<file path="src/rtl/dltq_pkg.sv">
// Package for the delta-list timer queue: codes, list entry type and the
// command/status structs between controller and datapath.
// No dependencies.
`timescale 1ns / 1ps
`default_nettype none

package dltq_pkg;

  localparam int ID_W     = 4;
  localparam int DELTA_W  = 32;
  localparam int CMD_W    = 2;
  localparam int STATUS_W = 3;
  // Timer ids are 4 bits wide, so no more than this many can ever be queued.
  localparam int ID_COUNT = 16;

  typedef enum logic [CMD_W-1:0] {
    CMD_ADD  = 2'd0,
    CMD_DEL  = 2'd1,
    CMD_TICK = 2'd2,
    CMD_NOP  = 2'd3
  } cmd_e;

  typedef enum logic [STATUS_W-1:0] {
    ST_DONE    = 3'd0,
    ST_EXPIRED = 3'd1,
    ST_NONE    = 3'd2,
    ST_NOTQ    = 3'd3,
    ST_REJECT  = 3'd4
  } status_e;

  // One slot of the list: timer id and ticks after the previous slot.
  typedef struct packed {
    logic [ID_W-1:0]    id;
    logic [DELTA_W-1:0] delta;
  } entry_t;

  typedef enum logic [1:0] {IDX_HOLD, IDX_CLR, IDX_INC} idx_op_e;
  typedef enum logic [1:0] {WR_NEW, WR_CARRY, WR_HEAD, WR_MOVED} wr_src_e;
  typedef enum logic [1:0] {REM_HOLD, REM_SUB, REM_RD, REM_CLR} rem_op_e;
  typedef enum logic [1:0] {CARRY_HOLD, CARRY_SPLIT, CARRY_RD} carry_op_e;
  typedef enum logic [1:0] {SH_HOLD, SH_ONE, SH_IDX} shift_op_e;
  typedef enum logic [1:0] {CNT_HOLD, CNT_INC, CNT_SUB_SHIFT, CNT_SUB_IDX} cnt_op_e;
  typedef enum logic [1:0] {MASK_HOLD, MASK_SET_ID, MASK_CLR_ID, MASK_CLR_RD} mask_op_e;
  typedef enum logic [1:0] {EID_CMD, EID_PEND, EID_ZERO} emit_id_e;

  // Controller to datapath
  typedef struct packed {
    logic      load;
    idx_op_e   idx_op;
    logic      wr_en;
    wr_src_e   wr_src;
    logic      wr_back;     // write at idx - shift instead of idx
    rem_op_e   rem_op;
    carry_op_e carry_op;
    shift_op_e shift_op;
    logic      pend_load;
    cnt_op_e   cnt_op;
    mask_op_e  mask_op;
    logic      emit;
    status_e   emit_status;
    emit_id_e  emit_id;
    logic      emit_last;
  } dp_ctl_t;

  // Datapath to controller
  typedef struct packed {
    cmd_e cmd;
    logic add_ok;
    logic queued;
    logic empty;
    logic at_end;
    logic rem_lt;
    logic id_match;
    logic rd_delta_zero;
    logic head_expire;
  } dp_stat_t;

endpackage

`default_nettype wire

</file>
<file path="src/rtl/dltq_dp.sv">
// Datapath of the delta-list timer queue: list memory, walk index, running
// remainder, carry slot, count, queued mask and result registers.
// Depends on dltq_pkg.
`timescale 1ns / 1ps
`default_nettype none

module dltq_dp #(
  parameter int NUM_TIMERS = 16
) (
  input  logic                          clk_i,
  input  logic                          rst_ni,
  input  dltq_pkg::dp_ctl_t             ctl_i,
  output dltq_pkg::dp_stat_t            stat_o,
  input  logic [dltq_pkg::CMD_W-1:0]    cmd_i,
  input  logic [dltq_pkg::ID_W-1:0]     timer_id_i,
  input  logic [dltq_pkg::DELTA_W-1:0]  delay_ticks_i,
  output logic                          result_valid_o,
  output logic [dltq_pkg::STATUS_W-1:0] status_o,
  output logic [dltq_pkg::ID_W-1:0]     fired_id_o,
  output logic                          last_o
);

  localparam int DEPTH = (NUM_TIMERS < dltq_pkg::ID_COUNT) ? NUM_TIMERS : dltq_pkg::ID_COUNT;
  localparam int AW    = $clog2(DEPTH);
  localparam int CW    = $clog2(DEPTH + 1);

  dltq_pkg::entry_t mem_q [DEPTH];
  dltq_pkg::entry_t rd_q;
  dltq_pkg::entry_t carry_q, carry_d;
  dltq_pkg::entry_t wr_data;
  logic [AW-1:0]    wr_addr;
  logic [AW-1:0]    rd_addr;

  logic [CW-1:0] idx_q, idx_d;
  logic [CW-1:0] shift_q, shift_d;
  logic [CW-1:0] cnt_q, cnt_d;
  logic [DEPTH-1:0] mask_q, mask_d;

  dltq_pkg::cmd_e                 cmd_q;
  logic [dltq_pkg::ID_W-1:0]      id_q;
  logic [dltq_pkg::ID_W-1:0]      pend_q;
  logic [dltq_pkg::DELTA_W-1:0]   rem_q, rem_d;
  logic [dltq_pkg::DELTA_W-1:0]   head_dec;
  logic                           id_ok;
  logic                           queued;

  logic                           res_valid_q;
  dltq_pkg::status_e              res_status_q;
  logic [dltq_pkg::ID_W-1:0]      res_id_q;
  logic                           res_last_q;

  // Status toward the controller
  assign id_ok    = int'(id_q) < DEPTH;
  assign queued   = id_ok && mask_q[id_q[AW-1:0]];
  assign head_dec = (rd_q.delta == '0) ? '0 : rd_q.delta - 1'b1;

  always_comb begin
    stat_o.cmd           = cmd_q;
    stat_o.queued        = queued;
    stat_o.add_ok        = (rem_q != '0) && id_ok && !queued && (int'(cnt_q) < DEPTH);
    stat_o.empty         = (cnt_q == '0);
    stat_o.at_end        = (idx_q == cnt_q);
    stat_o.rem_lt        = (rem_q < rd_q.delta);
    stat_o.id_match      = (rd_q.id == id_q);
    stat_o.rd_delta_zero = (rd_q.delta == '0);
    stat_o.head_expire   = (rd_q.delta[dltq_pkg::DELTA_W-1:1] == '0);
  end

  // Walk index; the memory is read at the next index so data lines up
  always_comb begin
    case (ctl_i.idx_op)
      dltq_pkg::IDX_CLR: idx_d = '0;
      dltq_pkg::IDX_INC: idx_d = idx_q + CW'(1);
      default:           idx_d = idx_q;
    endcase
  end
  assign rd_addr = idx_d[AW-1:0];

  // Write port data and address
  always_comb begin
    case (ctl_i.wr_src)
      dltq_pkg::WR_NEW: begin
        wr_data.id    = id_q;
        wr_data.delta = rem_q;
      end
      dltq_pkg::WR_CARRY: wr_data = carry_q;
      dltq_pkg::WR_HEAD: begin
        wr_data.id    = rd_q.id;
        wr_data.delta = head_dec;
      end
      default: begin
        wr_data.id    = rd_q.id;
        wr_data.delta = rd_q.delta + rem_q;
      end
    endcase
  end
  assign wr_addr = ctl_i.wr_back ? AW'(idx_q - shift_q) : idx_q[AW-1:0];

  // List memory, one write and one registered read per cycle
  always_ff @(posedge clk_i) begin
    if (ctl_i.wr_en) begin
      mem_q[wr_addr] <= wr_data;
    end
    rd_q <= mem_q[rd_addr];
  end

  // Remainder, carry and shift
  always_comb begin
    case (ctl_i.rem_op)
      dltq_pkg::REM_SUB: rem_d = rem_q - rd_q.delta;
      dltq_pkg::REM_RD:  rem_d = rd_q.delta;
      dltq_pkg::REM_CLR: rem_d = '0;
      default:           rem_d = rem_q;
    endcase
    if (ctl_i.load) begin
      rem_d = delay_ticks_i;
    end

    case (ctl_i.carry_op)
      dltq_pkg::CARRY_SPLIT: begin
        carry_d.id    = rd_q.id;
        carry_d.delta = rd_q.delta - rem_q;
      end
      dltq_pkg::CARRY_RD: carry_d = rd_q;
      default:            carry_d = carry_q;
    endcase

    case (ctl_i.shift_op)
      dltq_pkg::SH_ONE: shift_d = CW'(1);
      dltq_pkg::SH_IDX: shift_d = idx_q;
      default:          shift_d = shift_q;
    endcase
  end

  // Entry count and queued mask
  always_comb begin
    case (ctl_i.cnt_op)
      dltq_pkg::CNT_INC:       cnt_d = cnt_q + CW'(1);
      dltq_pkg::CNT_SUB_SHIFT: cnt_d = cnt_q - shift_q;
      dltq_pkg::CNT_SUB_IDX:   cnt_d = cnt_q - idx_q;
      default:                 cnt_d = cnt_q;
    endcase

    mask_d = mask_q;
    case (ctl_i.mask_op)
      dltq_pkg::MASK_SET_ID: mask_d[id_q[AW-1:0]]    = 1'b1;
      dltq_pkg::MASK_CLR_ID: mask_d[id_q[AW-1:0]]    = 1'b0;
      dltq_pkg::MASK_CLR_RD: mask_d[rd_q.id[AW-1:0]] = 1'b0;
      default:               mask_d = mask_q;
    endcase
  end

  // Control state
  always_ff @(posedge clk_i or negedge rst_ni) begin
    if (!rst_ni) begin
      idx_q       <= '0;
      cnt_q       <= '0;
      mask_q      <= '0;
      res_valid_q <= 1'b0;
    end else begin
      idx_q       <= idx_d;
      cnt_q       <= cnt_d;
      mask_q      <= mask_d;
      res_valid_q <= ctl_i.emit;
    end
  end

  // Payload registers
  always_ff @(posedge clk_i) begin
    rem_q   <= rem_d;
    carry_q <= carry_d;
    shift_q <= shift_d;
    if (ctl_i.load) begin
      cmd_q <= dltq_pkg::cmd_e'(cmd_i);
      id_q  <= timer_id_i;
    end
    if (ctl_i.pend_load) begin
      pend_q <= rd_q.id;
    end
    if (ctl_i.emit) begin
      res_status_q <= ctl_i.emit_status;
      res_last_q   <= ctl_i.emit_last;
      case (ctl_i.emit_id)
        dltq_pkg::EID_CMD:  res_id_q <= id_q;
        dltq_pkg::EID_PEND: res_id_q <= pend_q;
        default:            res_id_q <= '0;
      endcase
    end
  end

  assign result_valid_o = res_valid_q;
  assign status_o       = res_status_q;
  assign fired_id_o     = res_id_q;
  assign last_o         = res_last_q;

`ifndef SYNTH
  // Between commands the mask and the count agree
  a_mask_count: assert property (@(posedge clk_i) disable iff (!rst_ni)
    ctl_i.load |-> $countones(mask_q) == int'(cnt_q))
    else $error("queued mask and entry count disagree");

  // Writes never land beyond the end of the list
  a_wr_in_list: assert property (@(posedge clk_i) disable iff (!rst_ni)
    ctl_i.wr_en |-> CW'(wr_addr) <= cnt_q)
    else $error("list write beyond entry count");
`endif

endmodule

`default_nettype wire

</file>
<file path="src/rtl/dltq_ctrl.sv">
// Controller of the delta-list timer queue: sequences add, delete and tick
// walks over the list memory through command and status structs.
// Depends on dltq_pkg.
`timescale 1ns / 1ps
`default_nettype none

module dltq_ctrl (
  input  logic               clk_i,
  input  logic               rst_ni,
  input  logic               start_i,
  output logic               busy_o,
  input  dltq_pkg::dp_stat_t stat_i,
  output dltq_pkg::dp_ctl_t  ctl_o
);

  typedef enum logic [6:0] {
    S_IDLE     = 7'b0000001,
    S_DISPATCH = 7'b0000010,
    S_ADD_SEEK = 7'b0000100,
    S_ADD_SHFT = 7'b0001000,
    S_DEL_SEEK = 7'b0010000,
    S_POP      = 7'b0100000,
    S_MOVE     = 7'b1000000
  } state_e;

  state_e state_q, state_d;

  always_ff @(posedge clk_i or negedge rst_ni) begin
    if (!rst_ni) begin
      state_q <= S_IDLE;
    end else begin
      state_q <= state_d;
    end
  end

  assign busy_o = (state_q != S_IDLE);

  // Next state and datapath commands
  always_comb begin
    state_d = state_q;
    ctl_o   = '0;
    case (state_q)
      S_IDLE: begin
        if (start_i) begin
          ctl_o.load   = 1'b1;
          ctl_o.idx_op = dltq_pkg::IDX_CLR;
          state_d      = S_DISPATCH;
        end
      end

      // Checks, and the head of a tick; mem[0] is on the read port
      S_DISPATCH: begin
        ctl_o.emit_id   = dltq_pkg::EID_CMD;
        ctl_o.emit_last = 1'b1;
        case (stat_i.cmd)
          dltq_pkg::CMD_ADD: begin
            if (stat_i.add_ok) begin
              state_d = S_ADD_SEEK;
            end else begin
              ctl_o.emit        = 1'b1;
              ctl_o.emit_status = dltq_pkg::ST_REJECT;
              state_d           = S_IDLE;
            end
          end
          dltq_pkg::CMD_DEL: begin
            if (stat_i.queued) begin
              state_d = S_DEL_SEEK;
            end else begin
              ctl_o.emit        = 1'b1;
              ctl_o.emit_status = dltq_pkg::ST_NOTQ;
              state_d           = S_IDLE;
            end
          end
          dltq_pkg::CMD_TICK: begin
            if (stat_i.empty || !stat_i.head_expire) begin
              ctl_o.wr_en       = !stat_i.empty;
              ctl_o.wr_src      = dltq_pkg::WR_HEAD;
              ctl_o.emit        = 1'b1;
              ctl_o.emit_status = dltq_pkg::ST_NONE;
              ctl_o.emit_id     = dltq_pkg::EID_ZERO;
              state_d           = S_IDLE;
            end else begin
              ctl_o.pend_load = 1'b1;
              ctl_o.mask_op   = dltq_pkg::MASK_CLR_RD;
              ctl_o.idx_op    = dltq_pkg::IDX_INC;
              state_d         = S_POP;
            end
          end
          default: begin
            ctl_o.emit        = 1'b1;
            ctl_o.emit_status = dltq_pkg::ST_REJECT;
            state_d           = S_IDLE;
          end
        endcase
      end

      // Subtract deltas until the new timer falls before an entry
      S_ADD_SEEK: begin
        if (stat_i.at_end) begin
          ctl_o.wr_en       = 1'b1;
          ctl_o.wr_src      = dltq_pkg::WR_NEW;
          ctl_o.cnt_op      = dltq_pkg::CNT_INC;
          ctl_o.mask_op     = dltq_pkg::MASK_SET_ID;
          ctl_o.emit        = 1'b1;
          ctl_o.emit_status = dltq_pkg::ST_DONE;
          ctl_o.emit_id     = dltq_pkg::EID_CMD;
          ctl_o.emit_last   = 1'b1;
          state_d           = S_IDLE;
        end else if (stat_i.rem_lt) begin
          ctl_o.wr_en    = 1'b1;
          ctl_o.wr_src   = dltq_pkg::WR_NEW;
          ctl_o.carry_op = dltq_pkg::CARRY_SPLIT;
          ctl_o.idx_op   = dltq_pkg::IDX_INC;
          state_d        = S_ADD_SHFT;
        end else begin
          ctl_o.rem_op = dltq_pkg::REM_SUB;
          ctl_o.idx_op = dltq_pkg::IDX_INC;
        end
      end

      // Ripple the displaced entry one slot up
      S_ADD_SHFT: begin
        ctl_o.wr_en  = 1'b1;
        ctl_o.wr_src = dltq_pkg::WR_CARRY;
        if (stat_i.at_end) begin
          ctl_o.cnt_op      = dltq_pkg::CNT_INC;
          ctl_o.mask_op     = dltq_pkg::MASK_SET_ID;
          ctl_o.emit        = 1'b1;
          ctl_o.emit_status = dltq_pkg::ST_DONE;
          ctl_o.emit_id     = dltq_pkg::EID_CMD;
          ctl_o.emit_last   = 1'b1;
          state_d           = S_IDLE;
        end else begin
          ctl_o.carry_op = dltq_pkg::CARRY_RD;
          ctl_o.idx_op   = dltq_pkg::IDX_INC;
        end
      end

      // Find the entry; its delta is folded into the successor
      S_DEL_SEEK: begin
        if (stat_i.id_match) begin
          ctl_o.rem_op   = dltq_pkg::REM_RD;
          ctl_o.shift_op = dltq_pkg::SH_ONE;
          ctl_o.idx_op   = dltq_pkg::IDX_INC;
          state_d        = S_MOVE;
        end else if (stat_i.at_end) begin
          ctl_o.emit        = 1'b1;
          ctl_o.emit_status = dltq_pkg::ST_NOTQ;
          ctl_o.emit_id     = dltq_pkg::EID_CMD;
          ctl_o.emit_last   = 1'b1;
          state_d           = S_IDLE;
        end else begin
          ctl_o.idx_op = dltq_pkg::IDX_INC;
        end
      end

      // Report each expired entry once the one after it is known
      S_POP: begin
        ctl_o.emit        = 1'b1;
        ctl_o.emit_status = dltq_pkg::ST_EXPIRED;
        ctl_o.emit_id     = dltq_pkg::EID_PEND;
        if (stat_i.at_end) begin
          ctl_o.emit_last = 1'b1;
          ctl_o.cnt_op    = dltq_pkg::CNT_SUB_IDX;
          state_d         = S_IDLE;
        end else if (!stat_i.rd_delta_zero) begin
          ctl_o.emit_last = 1'b1;
          ctl_o.shift_op  = dltq_pkg::SH_IDX;
          ctl_o.rem_op    = dltq_pkg::REM_CLR;
          state_d         = S_MOVE;
        end else begin
          ctl_o.pend_load = 1'b1;
          ctl_o.mask_op   = dltq_pkg::MASK_CLR_RD;
          ctl_o.idx_op    = dltq_pkg::IDX_INC;
        end
      end

      // Compact the tail down by the shift distance
      S_MOVE: begin
        if (stat_i.at_end) begin
          ctl_o.cnt_op = dltq_pkg::CNT_SUB_SHIFT;
          if (stat_i.cmd == dltq_pkg::CMD_DEL) begin
            ctl_o.mask_op     = dltq_pkg::MASK_CLR_ID;
            ctl_o.emit        = 1'b1;
            ctl_o.emit_status = dltq_pkg::ST_DONE;
            ctl_o.emit_id     = dltq_pkg::EID_CMD;
            ctl_o.emit_last   = 1'b1;
          end
          state_d = S_IDLE;
        end else begin
          ctl_o.wr_en   = 1'b1;
          ctl_o.wr_src  = dltq_pkg::WR_MOVED;
          ctl_o.wr_back = 1'b1;
          ctl_o.rem_op  = dltq_pkg::REM_CLR;
          ctl_o.idx_op  = dltq_pkg::IDX_INC;
        end
      end

      default: begin
        state_d = S_IDLE;
      end
    endcase
  end

`ifndef SYNTH
  // An expired report that is not the last is followed at once by another
  a_expired_run: assert property (@(posedge clk_i) disable iff (!rst_ni)
    ctl_o.emit && !ctl_o.emit_last |=> ctl_o.emit)
    else $error("result run ended without a last result");

  // Nothing is written or reported while waiting for a command
  a_idle_quiet: assert property (@(posedge clk_i) disable iff (!rst_ni)
    state_q == S_IDLE |-> !ctl_o.emit && !ctl_o.wr_en)
    else $error("activity while idle");

  // Without start the controller stays idle
  a_idle_hold: assert property (@(posedge clk_i) disable iff (!rst_ni)
    state_q == S_IDLE && !start_i |=> state_q == S_IDLE)
    else $error("left idle without start");
`endif

endmodule

`default_nettype wire

</file>
<file path="src/rtl/delta_list_timer_queue.sv">
// Top level of the delta-list timer queue: controller plus datapath.
// Depends on dltq_pkg, dltq_ctrl and dltq_dp.
`timescale 1ns / 1ps
`default_nettype none

// Timer queue kept as a sorted delta list in a single-port-read memory. A
// command (add, delete, tick) is taken when start_i is high and busy_o low.
// A command that walks the list moves one memory slot per cycle through one
// read and one write port while busy_o stays high, and the next command can
// be taken as soon as busy_o falls; rejected adds, deletes of absent timers
// and ticks that expire nothing at the head end in the dispatch step without
// walking the list. Results come out on result_valid_o, one per cycle, for
// one cycle each, and cannot be held off: a tick that expires several timers
// reports them in list order on consecutive cycles, last_o marking the final
// one. No clearing pass is needed after reset.
module delta_list_timer_queue #(
  parameter int NUM_TIMERS = 16
) (
  input  logic                          clk_i,
  input  logic                          rst_ni,
  input  logic                          start_i,
  output logic                          busy_o,
  input  logic [dltq_pkg::CMD_W-1:0]    cmd_i,
  input  logic [dltq_pkg::ID_W-1:0]     timer_id_i,
  input  logic [dltq_pkg::DELTA_W-1:0]  delay_ticks_i,
  output logic                          result_valid_o,
  output logic [dltq_pkg::STATUS_W-1:0] status_o,
  output logic [dltq_pkg::ID_W-1:0]     fired_id_o,
  output logic                          last_o
);

  dltq_pkg::dp_ctl_t  ctl;
  dltq_pkg::dp_stat_t stat;

  dltq_ctrl u_ctrl (
    .clk_i  (clk_i),
    .rst_ni (rst_ni),
    .start_i(start_i),
    .busy_o (busy_o),
    .stat_i (stat),
    .ctl_o  (ctl)
  );

  dltq_dp #(
    .NUM_TIMERS(NUM_TIMERS)
  ) u_dp (
    .clk_i         (clk_i),
    .rst_ni        (rst_ni),
    .ctl_i         (ctl),
    .stat_o        (stat),
    .cmd_i         (cmd_i),
    .timer_id_i    (timer_id_i),
    .delay_ticks_i (delay_ticks_i),
    .result_valid_o(result_valid_o),
    .status_o      (status_o),
    .fired_id_o    (fired_id_o),
    .last_o        (last_o)
  );

endmodule

`default_nettype wire
</file>
<file path="config.mk">
export PLATFORM = sky130hd
export DESIGN_NAME = delta_list_timer_queue
export DESIGN_NICKNAME = d
export VERILOG_FILES = /design/src/rtl/dltq_pkg.sv /design/src/rtl/dltq_dp.sv /design/src/rtl/dltq_ctrl.sv /design/src/rtl/delta_list_timer_queue.sv
export SDC_FILE = /design/constraint.sdc
export NUM_CORES = 1
export LEC_CHECK = 0
export BUFFER_PORTS_ARGS = -buffer_cell sky130_fd_sc_hd__buf_4
export CAP_MARGIN = 10
export CORE_ASPECT_RATIO = 1.5
export CORE_MARGIN = 1.5
export CORE_UTILIZATION = 35
export DETAILED_ROUTE_END_ITERATION = 7
export PLACE_DENSITY_LB_ADDON = 0.08
export SETUP_SLACK_MARGIN = 0.4
export SLEW_MARGIN = 20
export SYNTH_ARGS = -nofsm -noshare
export SYNTH_HDL_FRONTEND = slang
export SYNTH_HIERARCHICAL = 1
export SYNTH_SLANG_ARGS = --single-unit
export TNS_END_PERCENT = 5
</file>
<file path="constraint.sdc">
create_clock -name clk_i -period 6.4 [get_ports clk_i]
set_input_delay 0.32 -clock clk_i [delete_from_list [all_inputs] [get_ports clk_i]]
set_output_delay 0.32 -clock clk_i [all_outputs]
set_load 0.02 [all_outputs]
</file>
* After elaboration in Yosys (flattened, before gate mapping)
Memory sizes are Yosys's and may differ from the RTL's. A register that Yosys moved wholly into a read port is not among the register bits.
Cells that the tools add are included.
Widths: inputs -> output; s select.
** Word-level totals
- Register bits :: 125
- Memory bits (writable) :: 576
- Input bits :: 41
- Memories kept :: 1
** Cells by class
- Add/subtract/negate cells :: 9
- Order comparisons :: 6
- Eq/ne operators :: 33
- Muxes and demuxes :: 82
- Bitwise operators :: 5
- Reductions and logical operators :: 24
** Memories
- u_dp.mem_q :: words 16, width 36, read ports 1, clocked after Yosys merged registers in 1, write ports 1, RTL line dltq_dp.sv:27 : dltq_pkg::entry_t mem_q [DEPTH];
** Operator list (number)
- $pmux 36 s3 :: 1
- $pmux 32 s3 :: 1
- $pmux 36 s2 :: 1
- $mux 32 :: 2
- $sub 32x32->32 :: 2
- $mux 7 :: 9
- $pmux 16 s3 :: 1
- $pmux 7 s6 :: 1
- $pmux 7 s5 :: 1
- $add 32x32->32 :: 1
- $and 16x16->16 :: 2
- $logic_not 32->1 :: 1
- $lt 32x32->1 :: 1
- $not 16->16 :: 2
- $reduce_bool 32->1 :: 1
- $sub 32x1->32 const B :: 1
- $logic_not 31->1 :: 1
- $mux 2 :: 15
- $eq 2x2->1 const B :: 11
- $pmux 7 s3 :: 1
- $pmux 5 s2 :: 2
- $eq 2x1->1 const B :: 9
- $mux 3 :: 6
- $mux 4 :: 4
- 47 further kinds :: 82

* Depth between registers and ports, before layout
- Depth in word-level cells :: 10
- Gate-level depth with buffers :: 22
- Mapped depth without buffers :: 18

* Hierarchy
The synthesis kept the hierarchy.
** Modules (own cells, without submodules)
- dltq_dp :: instances 1, cells an instance 3267, area each 35834.4 sq um, seq. area each 21425.5 sq um
- dltq_ctrl :: instances 1, cells an instance 118, area each 918.4 sq um, seq. area each 176.4 sq um

* Worst setup path before layout
OpenSTA, ideal clock, no wires.
- Path kind :: reg2reg
- Start point :: register u_dp/rd_q[2] (netlist name)
- End point :: memory u_dp/mem_q[12][0] (netlist bit) (enable)
- Setup time :: 0.429 ns
- Arrival :: 4.863 ns
- Path slack :: 1.107 ns
- Stages on the path, launching flop included :: 20
- Period minus slack after synthesis :: 5.293 ns
- Cells stage by stage :: dfxtp_1 clkbuf_1 inv_1 ha_1 buf_2 nand2b_1 a2111oi_0 a211o_1 a21oi_4 o21ai_1 a2111oi_2 o31a_1 o21bai_1 a21oi_1 nor2_1 o21ai_0 a21oi_1 nand2_1 o21ai_0 nor2_1
** RTL lines (RTL line)
- end, declared :: dltq_dp.sv:27

==> summary.md <==
| Metric | Value |
|---|---|
| Outcome | `complete, no violations` |
| FF/Latch Area | `0.02160 mm²` |
| Clock slew at reported path FFs | `0.07 ns` |
| I/O pin cnt | `51` |
| Critical Path Source Type | `flop` |
| Starting Density | `35.29%` |
| Slew margin rel. | `14.73%` |
| Routed Antenna Nets | `0` |
| Final Setup Violations | `0` |
| Post-synthesis sequential area ratio | `58.78%` |
| Total number of yosys warnings | `6` |
| Worst slew pin tran | `1.263 ns` |
| Period utilization | `89.87%` |
| Setup TNS | `0 ns` |
| Post-synth EDFFs | `667` |
| Syn_nets | `3,543` |
| Wire per inst | `25.49 µm` |
| Critical Path RT | `6.69 ns` |
| Largest net degree at the start of global routing | `67` |
| Worst Skew | `0.04432 ns` |
| Setup crit end kind | `flop` |
| Yosys cell types | `97` |
| Clock sink total | `737` |
| Via count of the routed design | `27,300` |
| Residual DRC count | `0` |
| Final WL | `126,100 µm` |
| Commonest non-fill, non-tap cell in the layout | `nand2_1` |
| Number of fill cells | `10,050` |
| Global placement routability congestion | `0.9544` |
| Most frequent cells in the layout | `nand2_1 (706), edfxtp_1 (667), a21oi_1 (184), nand3_1 (177), buf_4 (159)` |
| Hold Crit Class | `in -> reg` |
| Syn-to-layout area delta | `17.03%` |
| Drt first-iter violations | `2,401` |
| Mean Syn Cell Area | `10.86 µm²` |
| Hold slack | `0.06620 ns` |
| Min cycle time layout | `5.752 ns` |
| Chip width | `267.6 µm` |
| Global-route usage over all layers | `23.33%` |
| Mapped Cells | `3,385` |
| H-tree levels | `3` |
| Ys flop type | `edfxtp_1` |
| Num CTS Buffers | `80` |
| Core area | `0.1041 mm²` |
| Number of hold violations in the final report | `0` |
| Async set-reset flop share out of synthesis | `4.613%` |
| Area leader, netlist | `edfxtp_1` |
| Layout cells sized above 1 | `11.58%` |
| Remaining global-route overflow | `0` |
| Static Leak | `15.31 nW` |
| I/O Buffers | `50` |
| Max VDD drop | `0.0002249 V` |
| Die Area | `0.1070 mm²` |
| First-pass GRT wire length | `183,000 µm` |
| Clock Latency Late Sink | `0.68 ns` |
| Power Total | `15.45 mW` |
| Area of the multi-input gates | `0.01406 mm²` |
| RSZ-0062 raised after global routing | `true` |
| Clock root buffer | `clkbuf_16` |
| Area contributors post-synth | `edfxtp_1 (54%), nand2_1 (7.2%), ha_1 (3.8%)` |
| Worst endpoint data arrival time | `6.04 ns` |
| Cell Area, Synth | `0.03675 mm²` |
| Pwr Density | `359.3 mW/mm²` |
| Max_cap viols | `0` |
| Fin util | `41.30%` |
| Yosys reg bits | `737` |
| Placed insts | `4,759` |
| Drt first pass iters | `5` |
| Die Y | `399.9 µm` |
| Crit Path Category | `reg -> reg` |
| Final Slew Violations | `0` |
| Post-DP HPWL | `84,610 µm` |
| Vias per cell | `5.519` |
| Total Nets Final | `3,640` |
| CTS Buffer Depth | `3` |
| CTS tree | `yes` |
| Initial antenna violation count | `2` |
| Peak Freq | `0.1739 GHz` |
| Post-synth top area share | `54.50%` |
| Row count | `145` |
| CP Max Fanout | `16` |
| Number of global-route vias before repair | `27,690` |
| Final instance count without filler cells | `4,946` |
[worst max-delay path, cell delays in order (launching register included)]
cell	delay, ns
dfxtp_1	0.33
buf_4	0.17
ha_1	0.23
fa_1	0.39
nor2b_1	0.17
o311ai_0	1.04
a31oi_1	0.39
a21oi_1	0.61
o221ai_1	0.55
o21ai_1	0.49
nand2b_1	0.13
and4_1	0.21
or3_1	0.65
[cell type report]
| type | instances | share of cell area, % |
|---|---|---|
| antenna | 1 | 0.005818 |
| clock buffer | 110 | 5.338 |
| multi-input combinational | 2305 | 32.69 |
| timing repair buffer | 232 | 5.321 |
| sequential | 737 | 50.23 |
| tap | 1396 | 4.061 |
| inverter | 126 | 1.123 |
| clock inverter | 39 | 1.239 |
[timing repair]
item                                   CTS  global route
pin swaps                                0             1
buffers inserted                         0             1
setup endpoints to repair                1            29
cloned                                   0             1
gates resized for setup                  1             3
endpoints found under the hold margin   66             0
hold buffers                            33             0
[through the flow]
stage	area, µm²	setup WS [ns]
floorplan	36750	1.107
global placement	39790	0.4446
detailed placement	39800	0.3673
CTS	42960	0.4213
global route	43010	0.3974
finish	43010	0.6481
[logic make-up after synthesis]
kind of cell / synth area share, %
adders and majority gates: 4.106
DFF: 58.78
muxes: 1.495
xor gates and xnor gates: 2.836
and+or+nand+nor: 16.22
buffers and inverters: 3.697
AOI/OAI and AO/OA: 12.88
[synthesized netlist by cell type, drive strengths merged (24+ instances only)]
cell and number:
a21o 25, a21oi 192, a311oi 111, a31oi 59
and3 82, buf 54, clkbuf 164, dfrtp 33
dfxtp 36, edfxtp 667, ha 111, inv 121
mux2i 38, nand2 708, nand2b 28, nand3 178
nor2 163, nor3 36, nor4 25, o21ai 124
o21bai 24, xnor2 98
[registers in the layout (all words and copies together) (netlist names)]
name	cells
u_ctrl/state_q	7
u_dp/carry_q	36
u_dp/cmd_q	2
u_dp/cnt_q	5
u_dp/fired_id_o	4
u_dp/id_q	4
u_dp/idx_q	5
u_dp/last_o	1
u_dp/mask_q	16
u_dp/mem_q	576
u_dp/pend_q	4
u_dp/rd_q	36
u_dp/rem_q	32
u_dp/result_valid_o	1
u_dp/shift_q	5
u_dp/status_o	3
[power by group]
part	switching, mW	internal, mW	total, mW	leakage [nW]
logic	2.83	1.43	4.26	7.16
registers	0.276	5.95	6.23	6.79
clock network	2.06	2.90	4.96	1.36
total	5.17	10.3	15.5	15.3
[path summary, 6_finish.rpt]
kind | start | endpoint | slack (ns) | cells past startpoint
hold reg to reg | u_dp/mask_q[10] | u_dp/mask_q[10] | 0.52 | 1
setup reg to reg | u_dp/rd_q[0] | u_dp/mem_q[5][24] | 0.65 | 12
setup / recovery | u_dp/rd_q[0] | u_dp/mem_q[5][24] | 0.65 | 12
max in group asynchronous | rst_ni | u_ctrl/state_q[6] | 5.85 | 2
hold / removal | delay_ticks_i[29] | u_dp/rem_q[29] | 0.07 | 3
min in group asynchronous | rst_ni | u_dp/cnt_q[2] | 0.15 | 2
[per-layer routing]
layer	routed length [µm]	vias up	track usage, %
met1	50200	13720	27.35
met5	0	-	0
met4	6254	0	11.69
li1	-	12590	-
met3	4376	266	2.321
met2	65250	723	42.18
No activity file was read; power rests on OpenSTA's default activity.
